`src/design/erst_pkg.sv`:
```
// shared types and constants for the elevation error statistics block
package erst_pkg;

   // fixed widths of the register file and result words
   localparam int GRID_BITS      = 25;
   localparam int SQ_BITS        = 64;
   localparam int ROOT_BITS      = 32;
   localparam int ALU_BITS       = 36;
   localparam int STEP_BITS      = 7;
   localparam int CSR_INDEX_BITS = 1;

   // running max starts low and running min starts high
   localparam int RESET_MAX = -10000000;
   localparam int RESET_MIN = 10000000;
   localparam int EXTREME_BITS = 25;

   // register indexes
   localparam logic [CSR_INDEX_BITS-1:0] CSR_NO_DATA     = 1'd0;
   localparam logic [CSR_INDEX_BITS-1:0] CSR_GRID_POINTS = 1'd1;

   // accumulator controls from the sequencer
   typedef struct packed {
      logic step;
      logic clear;
   } acc_ctl_type;

endpackage

```
`src/design/erst_if.sv`:
```
// word channels: sample pairs in, statistics out
interface erst_req_if #(
   parameter int HEIGHT_BITS = 24
);
   logic                   valid;
   logic                   ready;
   logic [HEIGHT_BITS-1:0] reference_height;
   logic [HEIGHT_BITS-1:0] compared_height;
   logic                   final_point;

   modport source (output valid, reference_height, compared_height, final_point,
                   input ready);
   modport sink   (input valid, reference_height, compared_height, final_point,
                   output ready);
endinterface

interface erst_rsp_if #(
   parameter int HEIGHT_BITS = 24
);
   logic                        valid;
   logic                        ready;
   logic [HEIGHT_BITS:0]        largest_difference;
   logic [HEIGHT_BITS:0]        smallest_difference;
   logic [HEIGHT_BITS:0]        mean_difference;
   logic [erst_pkg::ROOT_BITS-1:0] rms_difference;

   modport source (output valid, largest_difference, smallest_difference,
                   mean_difference, rms_difference, input ready);
   modport sink   (input valid, largest_difference, smallest_difference,
                   mean_difference, rms_difference, output ready);
endinterface

```
`src/design/erst_accum.sv`:
```
// difference, extremes, sum and saturating sum of squares over valid pairs
module erst_accum #(
   parameter int HEIGHT_BITS = 24,
   parameter int COUNT_BITS  = 24
) (
   input  logic                                         clock,
   input  logic                                         reset,
   input  erst_pkg::acc_ctl_type                        ctl,
   input  logic [HEIGHT_BITS-1:0]                       reference_height,
   input  logic [HEIGHT_BITS-1:0]                       compared_height,
   input  logic [HEIGHT_BITS-1:0]                       no_data_value,
   output logic [HEIGHT_BITS:0]                         running_max,
   output logic [HEIGHT_BITS:0]                         running_min,
   output logic [HEIGHT_BITS+COUNT_BITS:0]              difference_sum,
   output logic [erst_pkg::SQ_BITS-1:0]                 squared_sum,
   output logic                                         done
);
   localparam int DIFF_BITS = HEIGHT_BITS + 1;
   localparam int SUM_BITS  = HEIGHT_BITS + COUNT_BITS + 1;
   localparam int EXT_BITS  = (DIFF_BITS > erst_pkg::EXTREME_BITS) ? DIFF_BITS
                                                                   : erst_pkg::EXTREME_BITS;
   localparam int SQ_BITS   = erst_pkg::SQ_BITS;
   localparam logic signed [EXT_BITS-1:0] MAX_INIT = EXT_BITS'(erst_pkg::RESET_MAX);
   localparam logic signed [EXT_BITS-1:0] MIN_INIT = EXT_BITS'(erst_pkg::RESET_MIN);

   logic                          s1_ff, s1_in, s2_ff, s2_in;
   logic                          use_ff, use_in;
   logic [DIFF_BITS-1:0]          diff_ff, diff_in;
   logic [2*HEIGHT_BITS-1:0]      prod_ff, prod_in;
   logic signed [EXT_BITS-1:0]    max_ff, max_in, min_ff, min_in;
   logic [SUM_BITS-1:0]           sum_ff, sum_in;
   logic [SQ_BITS-1:0]            sq_ff, sq_in;
   logic signed [EXT_BITS-1:0]    diff_ext;
   logic [DIFF_BITS-1:0]          diff_abs;
   logic [SQ_BITS:0]              sq_next;

   // stage 0: difference and no-data check on the accepted word
   always_comb begin
      use_in  = use_ff;
      diff_in = diff_ff;
      s1_in   = ctl.step;
      if (ctl.step) begin
         use_in  = (reference_height != no_data_value) &&
                   (compared_height != no_data_value);
         diff_in = {compared_height[HEIGHT_BITS-1], compared_height} -
                   {reference_height[HEIGHT_BITS-1], reference_height};
      end
   end

   // stage 1: extremes, sum and square
   assign diff_ext = EXT_BITS'(signed'(diff_ff));
   assign diff_abs = diff_ff[DIFF_BITS-1] ? (~diff_ff + 1'b1) : diff_ff;
   assign prod_in  = diff_abs[HEIGHT_BITS-1:0] * diff_abs[HEIGHT_BITS-1:0];
   assign s2_in    = s1_ff;

   // stage 2: saturating add of the square
   assign sq_next = {1'b0, sq_ff} + (SQ_BITS+1)'(prod_ff);

   always_comb begin
      max_in = max_ff;
      min_in = min_ff;
      sum_in = sum_ff;
      sq_in  = sq_ff;
      if (ctl.clear) begin
         max_in = MAX_INIT;
         min_in = MIN_INIT;
         sum_in = '0;
         sq_in  = '0;
      end else begin
         if (s1_ff && use_ff) begin
            if (diff_ext > max_ff) max_in = diff_ext;
            if (diff_ext < min_ff) min_in = diff_ext;
            sum_in = sum_ff + SUM_BITS'(signed'(diff_ff));
         end
         if (s2_ff && use_ff) begin
            sq_in = sq_next[SQ_BITS] ? '1 : sq_next[SQ_BITS-1:0];
         end
      end
   end

   always_ff @(posedge clock) begin
      if (reset) begin
         s1_ff  <= 1'b0;
         s2_ff  <= 1'b0;
         max_ff <= MAX_INIT;
         min_ff <= MIN_INIT;
         sum_ff <= '0;
         sq_ff  <= '0;
      end else begin
         s1_ff  <= s1_in;
         s2_ff  <= s2_in;
         max_ff <= max_in;
         min_ff <= min_in;
         sum_ff <= sum_in;
         sq_ff  <= sq_in;
      end
   end

   always_ff @(posedge clock) begin
      use_ff  <= use_in;
      diff_ff <= diff_in;
      prod_ff <= prod_in;
   end

   assign running_max    = max_ff[DIFF_BITS-1:0];
   assign running_min    = min_ff[DIFF_BITS-1:0];
   assign difference_sum = sum_ff;
   assign squared_sum    = sq_ff;
   assign done           = s2_ff;
endmodule

```
`src/design/erst_divsqrt.sv`:
```
// mean and rms by restoring division and square root on one shared subtractor
module erst_divsqrt #(
   parameter int HEIGHT_BITS = 24,
   parameter int COUNT_BITS  = 24
) (
   input  logic                                  clock,
   input  logic                                  reset,
   input  logic                                  start,
   input  logic [HEIGHT_BITS+COUNT_BITS:0]       difference_sum,
   input  logic [erst_pkg::SQ_BITS-1:0]          squared_sum,
   input  logic [erst_pkg::GRID_BITS-1:0]        grid_points,
   output logic [HEIGHT_BITS:0]                  mean_difference,
   output logic [erst_pkg::ROOT_BITS-1:0]        rms_difference,
   output logic                                  done
);
   localparam int DIFF_BITS = HEIGHT_BITS + 1;
   localparam int SUM_BITS  = HEIGHT_BITS + COUNT_BITS + 1;
   localparam int SQ_BITS   = erst_pkg::SQ_BITS;
   localparam int ALU_BITS  = erst_pkg::ALU_BITS;
   localparam int ROOT_BITS = erst_pkg::ROOT_BITS;
   localparam int STEP_BITS = erst_pkg::STEP_BITS;

   localparam logic [1:0] ST_IDLE  = 2'd0;
   localparam logic [1:0] ST_MEAN  = 2'd1;
   localparam logic [1:0] ST_SQDIV = 2'd2;
   localparam logic [1:0] ST_SQRT  = 2'd3;

   logic [1:0]             state_ff, state_in;
   logic [STEP_BITS-1:0]   count_ff, count_in;
   logic [ALU_BITS-1:0]    rem_ff, rem_in;
   logic [SQ_BITS-1:0]     dvd_ff, dvd_in;
   logic [ROOT_BITS-1:0]   root_ff, root_in;
   logic                   neg_ff, neg_in, zero_ff, zero_in, done_ff, done_in;
   logic [DIFF_BITS-1:0]   mean_ff, mean_in;

   logic [ALU_BITS-1:0]    alu_a, alu_b, alu_diff;
   logic [ALU_BITS:0]      alu_full;
   logic                   alu_ge;
   logic [SUM_BITS-1:0]    sum_mag, quo;
   logic                   quo_sat;
   logic [DIFF_BITS-1:0]   quo_mag;

   // shared subtract and compare
   always_comb begin
      if (state_ff == ST_SQRT) begin
         alu_a = {rem_ff[ALU_BITS-3:0], dvd_ff[SQ_BITS-1 -: 2]};
         alu_b = ALU_BITS'({root_ff, 2'b01});
      end else begin
         alu_a = {rem_ff[ALU_BITS-2:0], dvd_ff[SQ_BITS-1]};
         alu_b = ALU_BITS'(grid_points);
      end
   end
   assign alu_full = {1'b0, alu_a} - {1'b0, alu_b};
   assign alu_ge   = ~alu_full[ALU_BITS];
   assign alu_diff = alu_full[ALU_BITS-1:0];

   // sum magnitude and saturated signed mean
   assign sum_mag = difference_sum[SUM_BITS-1] ? (~difference_sum + 1'b1) : difference_sum;
   assign quo     = dvd_ff[SUM_BITS-1:0];
   assign quo_sat = |quo[SUM_BITS-1:HEIGHT_BITS];
   assign quo_mag = quo_sat ? {1'b0, {HEIGHT_BITS{1'b1}}} : {1'b0, quo[HEIGHT_BITS-1:0]};

   // sequencer: mean division, squared division, then square root
   always_comb begin
      state_in = state_ff;
      count_in = count_ff;
      rem_in   = rem_ff;
      dvd_in   = dvd_ff;
      root_in  = root_ff;
      neg_in   = neg_ff;
      zero_in  = zero_ff;
      mean_in  = mean_ff;
      done_in  = 1'b0;
      case (state_ff)
         ST_IDLE: begin
            if (start) begin
               neg_in   = difference_sum[SUM_BITS-1];
               zero_in  = (grid_points == '0);
               dvd_in   = SQ_BITS'(sum_mag) << (SQ_BITS - SUM_BITS);
               rem_in   = '0;
               count_in = STEP_BITS'(SUM_BITS);
               state_in = ST_MEAN;
            end
         end
         ST_MEAN, ST_SQDIV: begin
            if (count_ff != '0) begin
               rem_in   = alu_ge ? alu_diff : alu_a;
               dvd_in   = {dvd_ff[SQ_BITS-2:0], alu_ge};
               count_in = count_ff - 1'b1;
            end else if (state_ff == ST_MEAN) begin
               if (zero_ff)     mean_in = '0;
               else if (neg_ff) mean_in = ~quo_mag + 1'b1;
               else             mean_in = quo_mag;
               dvd_in   = squared_sum;
               rem_in   = '0;
               count_in = STEP_BITS'(SQ_BITS);
               state_in = ST_SQDIV;
            end else begin
               rem_in   = '0;
               root_in  = '0;
               count_in = STEP_BITS'(ROOT_BITS);
               state_in = ST_SQRT;
            end
         end
         ST_SQRT: begin
            if (count_ff != '0) begin
               rem_in   = alu_ge ? alu_diff : alu_a;
               root_in  = {root_ff[ROOT_BITS-2:0], alu_ge};
               dvd_in   = {dvd_ff[SQ_BITS-3:0], 2'b00};
               count_in = count_ff - 1'b1;
            end else begin
               done_in  = 1'b1;
               state_in = ST_IDLE;
            end
         end
         default: begin
            state_in = ST_IDLE;
         end
      endcase
   end

   always_ff @(posedge clock) begin
      if (reset) begin
         state_ff <= ST_IDLE;
         count_ff <= '0;
         done_ff  <= 1'b0;
      end else begin
         state_ff <= state_in;
         count_ff <= count_in;
         done_ff  <= done_in;
      end
   end

   always_ff @(posedge clock) begin
      rem_ff  <= rem_in;
      dvd_ff  <= dvd_in;
      root_ff <= root_in;
      neg_ff  <= neg_in;
      zero_ff <= zero_in;
      mean_ff <= mean_in;
   end

   assign mean_difference = mean_ff;
   assign rms_difference  = zero_ff ? '0 : root_ff;
   assign done            = done_ff;
endmodule

```
`src/design/elevation_error_statistics.sv`:
```
// top level: elevation error statistics over a stream of sample pairs
//
//   channel | direction | carries
//   req     | in        | reference and compared height, final point flag
//   rsp     | out       | largest, smallest and mean difference, rms
//   csr     | in        | no-data value (index 0), grid points (index 1)
//
// a non-final word is accepted with its difference, then passes two accumulate stages
// (extremes, sum and square, then saturating add of the square)
// a final word then runs the shared subtractor through mean division, squared-sum
// division and a 32-step square root
// the result sits in an output register; new words are taken while it waits, but a
// further final word holds in its load step until that register drains
// synchronous reset restores the control state, configuration and accumulators; the result registers are not reset
module elevation_error_statistics #(
   parameter int HEIGHT_BITS = 24,
   parameter int COUNT_BITS  = 24
) (
   input  logic                                     clock,
   input  logic                                     reset,
   erst_req_if.sink                                 req,
   erst_rsp_if.source                               rsp,
   input  logic                                     csr_write_enable,
   input  logic [erst_pkg::CSR_INDEX_BITS-1:0]      csr_index,
   input  logic [((HEIGHT_BITS > erst_pkg::GRID_BITS) ? HEIGHT_BITS
                                                      : erst_pkg::GRID_BITS)-1:0]
                                                    csr_write_data
);
   localparam int DIFF_BITS = HEIGHT_BITS + 1;
   localparam int SUM_BITS  = HEIGHT_BITS + COUNT_BITS + 1;
   localparam int GRID_BITS = erst_pkg::GRID_BITS;
   localparam int ROOT_BITS = erst_pkg::ROOT_BITS;

   localparam logic [2:0] ST_IDLE = 3'd0;
   localparam logic [2:0] ST_ACC  = 3'd1;
   localparam logic [2:0] ST_GO   = 3'd2;
   localparam logic [2:0] ST_CALC = 3'd3;
   localparam logic [2:0] ST_LOAD = 3'd4;

   logic [2:0]                 state_ff, state_in;
   logic                       last_ff, last_in;
   logic [HEIGHT_BITS-1:0]     no_data_ff, no_data_in;
   logic [GRID_BITS-1:0]       grid_ff, grid_in;
   logic                       rsp_valid_ff, rsp_valid_in;
   logic [DIFF_BITS-1:0]       max_out_ff, min_out_ff, mean_out_ff;
   logic [ROOT_BITS-1:0]       rms_out_ff;

   erst_pkg::acc_ctl_type      acc_ctl;
   logic                       acc_done, calc_start, calc_done, accept, load;
   logic [DIFF_BITS-1:0]       acc_max, acc_min, calc_mean;
   logic [SUM_BITS-1:0]        acc_sum;
   logic [erst_pkg::SQ_BITS-1:0] acc_sq;
   logic [ROOT_BITS-1:0]       calc_rms;

   // configuration registers
   always_comb begin
      no_data_in = no_data_ff;
      grid_in    = grid_ff;
      if (csr_write_enable) begin
         case (csr_index)
            erst_pkg::CSR_NO_DATA:     no_data_in = csr_write_data[HEIGHT_BITS-1:0];
            erst_pkg::CSR_GRID_POINTS: grid_in    = csr_write_data[GRID_BITS-1:0];
            default: begin
               no_data_in = no_data_ff;
            end
         endcase
      end
   end

   // sequencer
   assign req.ready  = (state_ff == ST_IDLE);
   assign accept     = req.valid && req.ready;
   assign load       = (state_ff == ST_LOAD) && (!rsp_valid_ff || rsp.ready);
   assign calc_start = (state_ff == ST_GO);
   assign acc_ctl    = '{step: accept, clear: load};

   always_comb begin
      state_in = state_ff;
      last_in  = last_ff;
      case (state_ff)
         ST_IDLE: begin
            if (accept) begin
               last_in  = req.final_point;
               state_in = ST_ACC;
            end
         end
         ST_ACC: begin
            if (acc_done) state_in = last_ff ? ST_GO : ST_IDLE;
         end
         ST_GO: begin
            state_in = ST_CALC;
         end
         ST_CALC: begin
            if (calc_done) state_in = ST_LOAD;
         end
         ST_LOAD: begin
            if (load) state_in = ST_IDLE;
         end
         default: begin
            state_in = ST_IDLE;
         end
      endcase
   end

   // output register
   always_comb begin
      rsp_valid_in = rsp_valid_ff;
      if (load)           rsp_valid_in = 1'b1;
      else if (rsp.ready) rsp_valid_in = 1'b0;
   end

   always_ff @(posedge clock) begin
      if (reset) begin
         state_ff     <= ST_IDLE;
         last_ff      <= 1'b0;
         no_data_ff   <= {1'b1, {(HEIGHT_BITS-1){1'b0}}};
         grid_ff      <= GRID_BITS'(1);
         rsp_valid_ff <= 1'b0;
      end else begin
         state_ff     <= state_in;
         last_ff      <= last_in;
         no_data_ff   <= no_data_in;
         grid_ff      <= grid_in;
         rsp_valid_ff <= rsp_valid_in;
      end
   end

   always_ff @(posedge clock) begin
      if (load) begin
         max_out_ff  <= acc_max;
         min_out_ff  <= acc_min;
         mean_out_ff <= calc_mean;
         rms_out_ff  <= calc_rms;
      end
   end

   assign rsp.valid               = rsp_valid_ff;
   assign rsp.largest_difference  = max_out_ff;
   assign rsp.smallest_difference = min_out_ff;
   assign rsp.mean_difference     = mean_out_ff;
   assign rsp.rms_difference      = rms_out_ff;

   erst_accum #(
      .HEIGHT_BITS (HEIGHT_BITS),
      .COUNT_BITS  (COUNT_BITS)
   ) u_accum (
      .clock            (clock),
      .reset            (reset),
      .ctl              (acc_ctl),
      .reference_height (req.reference_height),
      .compared_height  (req.compared_height),
      .no_data_value    (no_data_ff),
      .running_max      (acc_max),
      .running_min      (acc_min),
      .difference_sum   (acc_sum),
      .squared_sum      (acc_sq),
      .done             (acc_done)
   );

   erst_divsqrt #(
      .HEIGHT_BITS (HEIGHT_BITS),
      .COUNT_BITS  (COUNT_BITS)
   ) u_divsqrt (
      .clock           (clock),
      .reset           (reset),
      .start           (calc_start),
      .difference_sum  (acc_sum),
      .squared_sum     (acc_sq),
      .grid_points     (grid_ff),
      .mean_difference (calc_mean),
      .rms_difference  (calc_rms),
      .done            (calc_done)
   );
endmodule
```
`src/flat_wrapper.sv`:
```
// flat-port wrapper written by rule: the top's interface ports become plain ports
module elevation_error_statistics_flat 
#(
   parameter int HEIGHT_BITS = 24,
   parameter int COUNT_BITS  = 24
)
  (clock, reset, csr_write_enable, csr_index, csr_write_data, req_valid, req_reference_height, req_compared_height, req_final_point, req_ready, rsp_valid, rsp_largest_difference, rsp_smallest_difference, rsp_mean_difference, rsp_rms_difference, rsp_ready);
  erst_req_if #(.HEIGHT_BITS(HEIGHT_BITS)) req_i ();
  erst_rsp_if #(.HEIGHT_BITS(HEIGHT_BITS)) rsp_i ();
  input  logic clock;
  input  logic reset;
  input  logic csr_write_enable;
  input  logic [erst_pkg::CSR_INDEX_BITS-1:0] csr_index;
  input  logic [((HEIGHT_BITS > erst_pkg::GRID_BITS) ? HEIGHT_BITS
                                                      : erst_pkg::GRID_BITS)-1:0] csr_write_data;
  input wire logic [$bits(req_i.valid)-1:0] req_valid;
  input wire logic [$bits(req_i.reference_height)-1:0] req_reference_height;
  input wire logic [$bits(req_i.compared_height)-1:0] req_compared_height;
  input wire logic [$bits(req_i.final_point)-1:0] req_final_point;
  output wire logic [$bits(req_i.ready)-1:0] req_ready;
  output wire logic [$bits(rsp_i.valid)-1:0] rsp_valid;
  output wire logic [$bits(rsp_i.largest_difference)-1:0] rsp_largest_difference;
  output wire logic [$bits(rsp_i.smallest_difference)-1:0] rsp_smallest_difference;
  output wire logic [$bits(rsp_i.mean_difference)-1:0] rsp_mean_difference;
  output wire logic [$bits(rsp_i.rms_difference)-1:0] rsp_rms_difference;
  input wire logic [$bits(rsp_i.ready)-1:0] rsp_ready;
  assign req_i.valid = req_valid;
  assign req_i.reference_height = req_reference_height;
  assign req_i.compared_height = req_compared_height;
  assign req_i.final_point = req_final_point;
  assign req_ready = req_i.ready;
  assign rsp_valid = rsp_i.valid;
  assign rsp_largest_difference = rsp_i.largest_difference;
  assign rsp_smallest_difference = rsp_i.smallest_difference;
  assign rsp_mean_difference = rsp_i.mean_difference;
  assign rsp_rms_difference = rsp_i.rms_difference;
  assign rsp_i.ready = rsp_ready;
  elevation_error_statistics #(.HEIGHT_BITS(HEIGHT_BITS), .COUNT_BITS(COUNT_BITS)) u_core (.clock(clock), .reset(reset), .req(req_i), .rsp(rsp_i), .csr_write_enable(csr_write_enable), .csr_index(csr_index), .csr_write_data(csr_write_data));
endmodule
```
`config.mk`:
```
export PLATFORM = sky130hd
export DESIGN_NAME = elevation_error_statistics_flat
export DESIGN_NICKNAME = d
export VERILOG_FILES = /design/src/design/erst_pkg.sv /design/src/design/erst_if.sv /design/src/design/erst_accum.sv /design/src/design/erst_divsqrt.sv /design/src/design/elevation_error_statistics.sv /design/src/flat_wrapper.sv
export SDC_FILE = /design/constraint.sdc
export NUM_CORES = 2
export LEC_CHECK = 0
export ABC_AREA = 1
export BUFFER_PORTS_ARGS = -buffer_cell sky130_fd_sc_hd__buf_4
export CAP_MARGIN = 20
export CORE_MARGIN = 1
export CORE_UTILIZATION = 45
export CTS_CLUSTER_DIAMETER = 120
export CTS_CLUSTER_SIZE = 12
export DETAILED_ROUTE_END_ITERATION = 10
export PLACE_DENSITY_LB_ADDON = 0.25
export SLEW_MARGIN = 0
export SYNTH_ARGS = -nofsm -noshare
export SYNTH_HDL_FRONTEND = slang
export SYNTH_SLANG_ARGS = --single-unit
```
`constraint.sdc`:
```
create_clock -name clock -period 9.7 [get_ports clock]
set_clock_uncertainty 0.05 [all_clocks]
set_input_delay 0.485 -clock clock [delete_from_list [all_inputs] [get_ports clock]]
set_output_delay 0.485 -clock clock [all_outputs]
set_load 0.01 [all_outputs]
```
Yosys cells after proc, flatten, opt, wreduce, memory -nomap -nowiden
Index checks and enable logic that the tools add are counted.
{ "word_totals": {"regBits": 568, "in_bits": 80, "out_inout_bits": 109, "wordCells": 133} }
{ "classes": {"addsub": 8, "n_mul": 1, "magnitude_cmp": 2, "eq_ne": 19, "muxes": 40, "n_bitwise": 7, "reduce_logical": 29} }
{ "ops": {"columns": ["cell", "count"], "rows": [
  ["two-way mux 64 bit", 5],
  ["one-hot mux 64 bit (3 select lines)", 1],
  ["two-way mux 35 bit", 4],
  ["one-hot mux 35 bit (3 select lines)", 1],
  ["two-way mux 32 bit", 3],
  ["adder 64 x 48 -> 65 bit", 1],
  ["one-hot mux 32 bit (2 select lines)", 1],
  ["adder 49 x 1 -> 49 bit, second input constant", 1],
  ["adder 49 bit", 1],
  ["two-way mux 49 bit", 1],
  ["inverter 49 bit", 1],
  ["multiplier 24 x 24 -> 48 bit", 1],
  ["two-way mux 24 bit", 2],
  ["!= test 24 bit", 2],
  ["subtractor 36 x 34 -> 37 bit", 1],
  ["two-way mux 36 bit", 1],
  ["two-way mux 34 bit", 1],
  ["two-way mux 7 bit", 4],
  ["adder 25 x 1 -> 25 bit, second input constant", 1],
  ["greater-than comparator 25 bit", 1],
  ["logical NOT 25 bit", 1],
  ["less-than comparator 25 bit", 1],
  ["two-way mux 25 bit", 1],
  ["inverter 24 -> 25 bit", 1],
  ["31 further kinds", 68]
]} }

Logic depth before layout (Yosys ltp)
{ "logic_depth": {"word_depth": 6, "depth_mapped": 41, "ltp_nobuf": 38} }

By module
A second synthesis with hierarchy kept.
{ "unflattened": {"hier_cells": 7379, "hier_area_um2": 54792.6} }
{ "by_module_without_submodules": {"columns": ["mod", "n_inst", "cells_each", "area_each_um2"], "rows": [
  ["erst_accum", 1, 5108, 36286.1],
  ["erst_divsqrt", 1, 1899, 13277.7],
  ["elevation_error_statistics", 1, 372, 5228.8]
]} }

Least setup slack after synthesis
No wires, ideal clock.
{ "synth_timing": {"path_kind": "register -> register", "start": "reg u_core.u_accum.diff_ff[0], in the netlist u_core.u_accum.diff_ext[0]", "end": "reg u_core.u_accum.prod_ff[37]", "t_arrival_ps": 7652, "required_time_ps": 9578, "path_slack_ps": 1926, "stages_incl_launch_ff": 36, "path_buffers": 3, "period_less_slack_ps": 7774, "path_cell_list": "edfxtp_1 -> buf_6 -> inv_1 -> clkbuf_1 -> ha_1 -> nand3_2 -> nor3_2 -> nand2_1 -> nand2_2 -> nand2_1 -> xor2_1 -> inv_2 -> buf_6 -> nor2_1 -> fa_1 -> fa_1 -> inv_1 -> fa_1 -> inv_1 -> fa_1 -> fa_1 -> fa_1 -> inv_1 -> fa_1 -> inv_1 -> ha_1 -> nand2_1 -> nor2_1 -> inv_1 -> nor2_1 -> inv_1 -> nor3_1 -> nand2_1 -> nor3b_1 -> o21ai_0 -> xor2_1"} }
{ "synth_via": {"elab_chain_cells": 4} }
{ "synth_lines": {"columns": ["element", "line", "text"], "rows": [
  ["start: declaration", "erst_accum.sv:28", "logic [DIFF_BITS-1:0] diff_ff, diff_in;"],
  ["start signal: assignment", "erst_accum.sv:101", "diff_ff <= diff_in;"],
  ["inverter 24 bit", "erst_accum.sv:52", "assign diff_abs = diff_ff[DIFF_BITS-1] ? (~diff_ff + 1'b1) : diff_ff;"],
  ["adder 24 x 1 -> 24 bit", "erst_accum.sv:52", null],
  ["two-way mux 24 bit *", "erst_accum.sv:52", null],
  ["multiplier 24 x 24 -> 48 bit *", "erst_accum.sv:53", "assign prod_in = diff_abs[HEIGHT_BITS-1:0] * diff_abs[HEIGHT_BITS-1:0];"],
  ["named net u_core.u_accum.prod_in[37]", "erst_accum.sv:29", "logic [2*HEIGHT_BITS-1:0] prod_ff, prod_in;"],
  ["end signal: assignment", "erst_accum.sv:102", "prod_ff <= prod_in;"],
  ["end: declaration", "erst_accum.sv:29", null]
]} }
Mark *: on every way through the listed nets, which the timed path passes. The rest lies on a longest branch.
A chain may end at the register's enable or synchronous reset.

Final worst setup path
{ "layout_timing": {"start": "reg u_core.u_accum.diff_ff[1], in the netlist u_core.u_accum.diff_ext[1]", "end": "reg u_core.u_accum.prod_ff[36]"} }
Same word-level chain as after synthesis.

==> Implementation_results.wiki <==
{| class="wikitable"
! Metric !! Value
|-
| Post-Route Setup TNS || 0 ps
|-
| Outcome || completed
|-
| Clock sink total || 567
|-
| Insertion delay to the later sink of the worst-skew pair || 680 ps
|-
| Launch point of the worst reg-to-reg path || u_core.u_accum.diff_ext[1]
|-
| First-pass GRT wire length || 261,900 µm
|-
| Grt total ovfl || 0
|-
| Bufs and invs on worst path || 7
|-
| Final Instance Area || 0.05874 mm²
|-
| Synthesized area per cell || 7.407 µm²
|-
| Hold Path Class || primary input to register
|-
| Final weighted congestion of routability-driven global placement || 0.9747
|-
| Last element of the critical path || u_core.u_accum.prod_ff[36]
|-
| Root buf cell || sky130_fd_sc_hd__clkbuf_16
|-
| Final HPWL DP || 134,500 µm
|-
| Placement-stage cell area || 0.05704 mm²
|-
| Number of setup violations in the final report || 0
|-
| MaxCap Viol Count || 0
|-
| Required time of the critical path || 10,200 ps
|-
| Chip Height || 348.4 µm
|-
| Clock tree from TritonCTS || yes
|-
| Antenna diode instance count || 0
|-
| Placement Rows || 126
|-
| Internal reg-to-reg setup slack || 720 ps
|-
| Tot GR Track Use || 27.43%
|-
| Hold-critical path depth || 3
|-
| Total core area || 0.1186 mm²
|-
| Async S/R FF share, synth || 0%
|-
| Wire length per cell after detailed routing || 18.48 µm
|-
| Slew of the pin with the lowest slew margin || 1055 ps
|-
| Post-CTS Resized || 0
|-
| Hold Fails Final Rpt || 0
|-
| Layout cell share with drive strength beyond 1 || 5.679%
|-
| Buffers inserted by post-CTS timing repair || 0
|-
| Number of synthesized register bits || 567
|-
| DR DRC count || 0
|-
| Count of input and output buffers || 188
|-
| Share of the yosys chip area belonging to registers || 26.42%
|-
| Antenna violations before repair || 1
|-
| Final Slew Violations || 0
|-
| Maximum cell stage delay along the critical path || 590 ps
|-
| Avg Vias per Cell || 5.240
|-
| Clock-pin slew of the registers on the worst-case setup and hold paths || 70 ps
|-
| CP Data Arrival Time || 9480 ps
|-
| Number of synthesized flops with an enable pin || 291
|-
| Kind of start point of the critical path || register
|-
| Die width || 348.4 µm
|-
| Number of global-route vias before repair || 46,367
|-
| Number of cells produced by synthesis || 7,290
|-
| Number of warnings issued by yosys || 0
|-
| CP startpoint || u_core.u_accum.diff_ext[1]
|-
| Post-synth design cell area || 0.05400 mm²
|-
| Number of detailed-routing iterations run before antenna repair || 6
|-
| Highest attainable clock frequency || 111.4 MHz
|-
| Kind of cell adding the most delay to the critical path || adder cells
|-
| Post-Route Hold Slack || 29.37 ps
|-
| Antenna-violating nets left || 0
|-
| Net count reported at finish || 8,298
|-
| Unique cell type count in the Yosys netlist || 60
|-
| Buffer depth of the longest clock path || 3
|-
| Worst-case reg-to-reg path depth || 31
|-
| Clock period minus worst slack || 8978 ps
|-
| Category of the worst setup path capture point || register
|-
| Area growth from synthesis to final layout || 8.787%
|-
| Starting utilization of the core area || 45.55%
|-
| Headroom to the max-slew limit || 29.58%
|-
| Number of gates on the worst path with buffers counted || 31
|-
| # H-tree levels || 2
|-
| Post-route fraction of the period consumed by the critical path || 92.56%
|-
| Routed wire length || 167,200 µm
|-
| Dominant register cell in the synthesized netlist || sky130_fd_sc_hd__edfxtp_1
|-
| Mapped Nets || 8,180
|-
| Class of the most critical setup path || register to register
|-
| Num CTS Buffers || 54
|-
| RSZ-0062 raised after global routing || no
|-
| Cell type of the slowest stage on the worst timing path || sky130_fd_sc_hd__fa_1
|-
| Number of top-level pins || 189
|-
| Worst reg2reg endpoint || u_core.u_accum.prod_ff[36]
|-
| Pin count of the biggest net entering global routing || 88
|-
| Total via count after detailed routing || 47,412
|-
| CP max FO || 14
|-
| Die outline area || 0.1214 mm²
|-
| Number of DRC markers after the initial detailed-route iteration || 4,036
|}
## routing by layer
layer,track usage (%),wire [µm],vias up
li1,-,-,23179
met1,38.56,77100,22617
met2,44.43,75620,1353
met3,3.427,9572,263
met4,7.304,4874,0
met5,0,0,-
## timing repair
item,CTS,global route
hold buffers,8,0
endpoints found under the hold margin,8,0
endpoints found under the setup margin,0,0
## Yosys cell counts, types with 5 or more instances
master / n / share of area [%]
sky130_fd_sc_hd__nand4_1: 58 / 0.67
sky130_fd_sc_hd__nor2_1: 992 / 6.9
sky130_fd_sc_hd__a22oi_1: 8 / 0.11
sky130_fd_sc_hd__mux2i_1: 5 / 0.093
sky130_fd_sc_hd__fa_1: 431 / 16
sky130_fd_sc_hd__nor2_2: 15 / 0.17
sky130_fd_sc_hd__buf_6: 7 / 0.15
sky130_fd_sc_hd__nand3b_1: 11 / 0.15
sky130_fd_sc_hd__a21o_1: 22 / 0.31
sky130_fd_sc_hd__o21a_1: 16 / 0.22
sky130_fd_sc_hd__nor3_1: 73 / 0.68
sky130_fd_sc_hd__xnor2_1: 102 / 1.7
sky130_fd_sc_hd__a21boi_0: 8 / 0.11
sky130_fd_sc_hd__or2_2: 12 / 0.14
sky130_fd_sc_hd__ha_1: 379 / 8.8
sky130_fd_sc_hd__a31oi_1: 24 / 0.28
sky130_fd_sc_hd__clkbuf_1: 117 / 0.81
sky130_fd_sc_hd__edfxtp_1: 291 / 16
sky130_fd_sc_hd__buf_4: 8 / 0.11
sky130_fd_sc_hd__nor4_1: 33 / 0.38
sky130_fd_sc_hd__o21ai_0: 486 / 4.5
sky130_fd_sc_hd__a21oi_1: 502 / 4.7
sky130_fd_sc_hd__inv_2: 17 / 0.12
sky130_fd_sc_hd__o211ai_1: 13 / 0.18
sky130_fd_sc_hd__inv_1: 1400 / 9.7
sky130_fd_sc_hd__buf_2: 36 / 0.33
sky130_fd_sc_hd__a211oi_1: 8 / 0.11
sky130_fd_sc_hd__nand2_1: 1408 / 9.8
sky130_fd_sc_hd__dfxtp_1: 276 / 10
sky130_fd_sc_hd__a21oi_2: 31 / 0.50
sky130_fd_sc_hd__nand3_1: 228 / 2.1
sky130_fd_sc_hd__clkinv_1: 7 / 0.049
sky130_fd_sc_hd__buf_1: 24 / 0.17
sky130_fd_sc_hd__o21ai_1: 22 / 0.20
sky130_fd_sc_hd__o21bai_1: 28 / 0.39
sky130_fd_sc_hd__o22ai_1: 14 / 0.16
sky130_fd_sc_hd__nand2_2: 13 / 0.15
sky130_fd_sc_hd__xor2_1: 122 / 2.0
sky130_fd_sc_hd__o31ai_1: 5 / 0.070
## tightest hold or removal path: stages
cell	delay, ps
sky130_fd_sc_hd__buf_4	90
sky130_fd_sc_hd__nand2_1	50
sky130_fd_sc_hd__o211ai_1	70
## cells by family (layout without fill, tap and decap cells)
kind of cell / after synthesis / count (layout) / share of synthesized area [%]
multiplexers: 5 / 5 / 0.09269
XOR/XNOR: 225 / 225 / 3.684
buffers and inverters: 1616 / 1774 / 11.47
AO/OA/AOI/OAI: 1198 / 1198 / 11.98
adder cells (fa/ha/maj): 810 / 810 / 24.76
flip-flops: 567 / 567 / 26.42
AND/OR/NAND/NOR: 2869 / 2869 / 21.59
## cells in the final DEF (no fill, tap or decap), drive strengths merged, types with 232 or more instances in the layout
master,count
o21ai,510
inv,1420
nand2,1422
a21oi,533
nand3,232
buf,246
edfxtp,291
fa,431
nor2,1008
ha,379
dfxtp,276
## sequential cells by signal, indices dropped and copies added, names as in the netlist, 3 cells and up
register / cells
u_core.u_accum.squared_sum: 64
u_core.u_divsqrt.dvd_ff: 64
u_core.u_accum.difference_sum: 49
u_core.u_accum.prod_ff: 47
u_core.u_divsqrt.rem_ff: 35
u_core.rsp.rms_difference: 32
u_core.u_divsqrt.root_ff: 32
u_core.grid_ff: 25
u_core.rsp.largest_difference: 25
u_core.rsp.mean_difference: 25
u_core.rsp.smallest_difference: 25
u_core.u_accum.diff_ext: 25
u_core.u_accum.running_max: 25
u_core.u_accum.running_min: 25
u_core.u_divsqrt.mean_difference: 25
u_core.no_data_ff: 24
u_core.u_divsqrt.count_ff: 7
u_core.state_ff: 3
## layout make-up
| cell class | instances | area (µm²) |
|---|---|---|
| multi-input cells | 5107 | 33600 |
| repair buffers | 254 | 1952 |
| flip-flops and latches | 567 | 14260 |
| clock buffers | 91 | 1511 |
| clock inverters | 5 | 70.07 |
| inverters | 1424 | 5345 |
| fillers | 11928 | 59810 |
| well taps | 1600 | 2002 |
## per-stage QoR
| step | util (%) | worst slack (ps) | cells |
|---|---|---|---|
| 2_1_floorplan | - | 1926 | 7290 |
| 3_3_place_gp | 48.11 | 956.5 | 8942 |
| 3_5_place_dp | 48.11 | 867.6 | 8942 |
| 4_1_cts | 49.51 | 790.1 | 9046 |
| 5_1_grt | 49.55 | 304.1 | 9048 |
| 6_report | 49.55 | 722.1 | 9048 |
## worst min-delay path by stage
stage	start	endpoint	slack, ps
6_report	csr_write_data[23]	u_core.no_data_ff[23]	30
4_1_cts	csr_write_data[23]	u_core.no_data_ff[23]	0.9
2_1_floorplan	u_core.u_accum.diff_ext[0]	u_core.u_accum.prod_ff[0]	350
3_3_place_gp	u_core.u_divsqrt.mean_difference[6]	u_core.rsp.mean_difference[6]	350
3_5_place_dp	u_core.u_divsqrt.mean_difference[19]	u_core.rsp.mean_difference[19]	350
5_1_grt	csr_write_data[23]	u_core.no_data_ff[23]	5
Power is not shown: default switching activity piles up to over one toggle a cycle in this logic, so the estimate is an artifact.
